**config.mk**
```make
export PLATFORM = sky130hd
export DESIGN_NAME = ppfl_ram
export DESIGN_NICKNAME = d
export VERILOG_FILES = /design/src/hw/rtl/ppfl_ram.sv
export SDC_FILE = /design/constraint.sdc
export NUM_CORES = 1
export LEC_CHECK = 0
export ABC_CLOCK_PERIOD_IN_PS = 4000
export BUFFER_PORTS_ARGS = -buffer_cell sky130_fd_sc_hd__clkbuf_2
export CORE_MARGIN = 4
export CORE_UTILIZATION = 65
export DETAILED_ROUTE_END_ITERATION = 7
export GPL_ROUTABILITY_DRIVEN = 0
export GPL_TIMING_DRIVEN = 0
export HOLD_SLACK_MARGIN = 0.05
export PLACE_DENSITY = 0.92
export SLEW_MARGIN = 15
export SYNTH_ARGS = -nofsm -noshare
export SYNTH_HDL_FRONTEND = slang
export SYNTH_SLANG_ARGS = --single-unit
export TNS_END_PERCENT = 50
```
**constraint.sdc**
```tcl
create_clock -name i_clk -period 4 [get_ports i_clk]
set_input_delay 0.4 -clock i_clk [delete_from_list [all_inputs] [get_ports i_clk]]
set_output_delay 0.4 -clock i_clk [all_outputs]
set_load 0.03 [all_outputs]
```
**src/hw/rtl/ppfl_ram.sv**
```systemverilog
`timescale 1ns / 1ps
module ppfl_ram #(
    parameter int WIDTH = 8,
    parameter int DEPTH = 16,
    parameter int AW    = (DEPTH > 1) ? $clog2(DEPTH) : 1
) (
    input  logic             i_clk,
    input  logic             i_we,
    input  logic [AW-1:0]    i_waddr,
    input  logic [WIDTH-1:0] i_wdata,
    input  logic [AW-1:0]    i_raddr,
    output logic [WIDTH-1:0] o_rdata
);
    logic [WIDTH-1:0] r_mem [DEPTH];

    always_ff @(posedge i_clk) begin
        if (i_we) begin
            r_mem[i_waddr] <= i_wdata;
        end
        o_rdata <= r_mem[i_raddr];
    end
endmodule

```
==> summary by stage <==
Cells and area
Across the whole layout, storage elements account for 0.00400 mm^2. The most common cell after layout, fill and taps aside is sky130_fd_sc_hd__edfxtp_1. The repair_antennas step left the layout with diodes totalling 0. The layout cell share with drive strength beyond 1 is 30.9%.

The area growth from synthesis to final layout is 18.1%. The area occupied by multi-input gates is 0.00108 mm^2. The layout has 358 filler cells.

The library cells used most frequently in the layout, excluding fill and tap cells, are sky130_fd_sc_hd__edfxtp_1 (128), sky130_fd_sc_hd__clkbuf_2 (24), sky130_fd_sc_hd__mux4_2 (18). The final-stage net count is 290.

STA
The max-slew violation total from the final report is 0. Hold is met by 331 ps. The hold violation total from the final report came to 0. Setup repair after global routing left no endpoint under its margin. Clock skew on the completed layout was measured at 9.70 ps. The time the final worst path needs with I/O delays and setup is 1590 ps. Static timing analysis puts the maximum clock frequency at 630 MHz. The worst pin sits at a relative slew slack of 43.2%. After routing, the total negative slack on setup checks comes to 0 ps. The final number of setup-violating endpoints is 0.

At the pin with the least slew margin, the transition time is 850 ps. After layout, the worst path uses 39.7% of the clock period.

Logic synthesis
The post-synthesis share of cell area spent on and, or, nand and nor gates is 3.18%. In this run the mean area of a mapped cell was 22.5 um^2. The post-synthesis sequential element count is 136. After synthesis, the largest family of logic cells by area is multiplexers. Yosys mapped the design onto 19 distinct sky130hd cell types. After Yosys synthesis, full adders, half adders and majority gates account for 0% of the synthesized area.

The multiplexer share of the synthesized area is 15.0%. The synthesized netlist devotes 2.33% of its cell area to compound gates. After Yosys synthesis, XOR and XNOR cells account for 0% of the synthesized area. The synthesized netlist net count is 247.

The total number of yosys warnings is 0. The number of instances in the synthesized netlist is 229. Sequential cells were found to cover 77.8% of the synthesized design area.

The combined area of all synthesized cells is 0.00515 mm^2.

Critical path
The number of cells traversed by the worst register-to-register path is 3. The critical path in this run is classified as primary input to flip-flop. STA puts the critical path data arrival time at 1730 ps. STA classifies the critical path endpoint as a flip-flop. The kind of start point of the critical path is a primary input. Of all nets on the critical path, the largest fanout is 8. The required time at the worst-slack endpoint is 4140 ps.

Floorplan
The initial utilization of the core area, before any placement, comes to 66.6%. The floorplan step set the die height to 97.0 um. The number of placed I/O pins is 26.

The area inside the core boundary is 0.00773 mm^2. The die is 97.0 um wide. The number of placement rows is 32. The die covers 0.00941 mm^2.

Clock network
The clock tree buffer depth is 2. Buffers inserted during clock tree synthesis total 17. The number of setup buffers added after CTS is 0.

The hold-fix buffer count after cts is 0. The H-tree generated during clock tree synthesis spans 4 levels. The clock latency on the worst-skew pair is 520 ps. The post-CTS resize count is 0. The number of sinks driven by the clock tree is 136. The clock tree root buffer cell is sky130_fd_sc_hd__clkbuf_8. The clock transition at the register clock pins on the worst setup and hold paths after CTS is 60 ps. The CTS tree is done.

Placed design
The count of buffers inserted at the top-level ports is 24. The wire-length estimate of the detail-placed layout is 5890 um.

Global route
For this run, the total global-route usage over all layers was measured as 23.7%. Entering global routing, the biggest net connects 17 pins. The via count of the first global-routing pass is 2576. Global routing finished with a remaining overflow of 0. The number of antenna violations at the first check in global routing was 0. The first global-routing pass estimated 15800 um of wire.

Detailed routing
The number of optimization iterations in the first detailed-route pass is 5. Using the TritonRoute via totals, the vias-per-cell ratio works out to 6.50. The post-route DRC violation count is 0. The routed wire length is 10300 um. Detailed routing inserted a total of 2514 vias. The first routing iteration left 299 violations. The number of nets with antenna violations after detailed routing is 0.

Dividing the detail-routed wire length by the instance count gives 26.5 um.

Min path
The number of cells on the worst hold path is 1. The path type of the worst min-delay path is primary input to flip-flop.

Pwr
The total leakage power is 2.07 nW. The peak ir drop on the vdd network is 414 uV. Power spread over the standard cell area amounts to 576 mW/mm^2.

Flow run
The total of max-cap violations is 0.

Run status
The flow ran to the end, and the final reports show no timing, DRC or antenna violations.
-- cells in the mapped netlist --
master                              n  area, um^2
sky130_fd_sc_hd__nand3b_1           2        15.0
sky130_fd_sc_hd__buf_6              3        33.8
sky130_fd_sc_hd__nand2_1            9        33.8
sky130_fd_sc_hd__clkdlybuf4s25_2    3        30.0
sky130_fd_sc_hd__or3b_2             1        8.76
sky130_fd_sc_hd__nor3_1             4        20.0
sky130_fd_sc_hd__nand2b_1           2        12.5
sky130_fd_sc_hd__and2b_1            1        7.51
sky130_fd_sc_hd__buf_4              1        7.51
sky130_fd_sc_hd__buf_2              3        15.0
sky130_fd_sc_hd__nor2b_1            1        6.26
sky130_fd_sc_hd__and2_1             1        6.26
sky130_fd_sc_hd__nand3_1            1        5.00
sky130_fd_sc_hd__edfxtp_1         128        3840
sky130_fd_sc_hd__nor2_1            13        48.8
sky130_fd_sc_hd__mux4_1            14         368
sky130_fd_sc_hd__mux4_2            18         405
sky130_fd_sc_hd__dfxtp_1            8         160
sky130_fd_sc_hd__a22oi_1           16         120
-- flip-flops by register name (all words and copies together) (netlist names) --
register and count:
r_mem 128, o_rdata 8
-- worst max-delay path, cell delays in order --
cell,delay [ps]
sky130_fd_sc_hd__clkbuf_2,100
sky130_fd_sc_hd__or3b_2,540
sky130_fd_sc_hd__nor2_1,680
-- area by class of cell --
type,count,area share [%]
buffer,10,1.42
clock inverter,15,4.10
sequential,136,65.9
multi-input combinational,83,17.7
timing repair buffer,24,1.98
clock buffer,17,6.81
tap,102,2.10
-- stage by stage --
stage	worst slack [ps]	instance area, um^2	utilization (%)	std cells	total power [mW]
2_1_floorplan	2110	5150	-	229	1.73
3_3_place_gp	1620	5400	69.8	355	1.79
3_5_place_dp	1560	5400	69.8	355	1.80
4_1_cts	2060	6060	78.4	387	3.51
5_1_grt	2380	6080	78.7	387	3.59
6_report	2410	6080	78.7	387	3.50
-- layer usage --
| layer | global-route usage, % | share of wire, % |
|---|---|---|
| met5 | 0 | 0 |
| met4 | 7.99 | 1.3 |
| met3 | 8.07 | 10 |
| met2 | 35.6 | 50 |
| met1 | 33.1 | 39 |
-- report_power, final --
part	leakage (nW)	total, mW	internal [mW]	switching [mW]
combinational	0.523	0.171	0.0632	0.107
sequential	1.22	1.60	1.59	0.00948
clock	0.320	1.73	1.14	0.587
total	2.07	3.50	2.80	0.704
-- path summary, 6_finish.rpt --
kind	start	end	slack (ps)
min	i_wdata[0]	r_mem[0][0]$_DFFE_PP_	330
max	i_waddr[2]	r_mem[2][6]$_DFFE_PP_	2410
max reg2reg	r_mem[1][0]$_DFFE_PP_	o_rdata[0]$_DFF_P_	2560
min reg2reg	r_mem[11][3]$_DFFE_PP_	o_rdata[3]$_DFF_P_	680
-- kinds of logic after synthesis --
kind of cell,Yosys count
AOI/OAI and AO/OA,16
buffers and inverters,10
DFF,136
muxes,32
and+or+nand+nor,35
(Power assumes the default switching activity.)
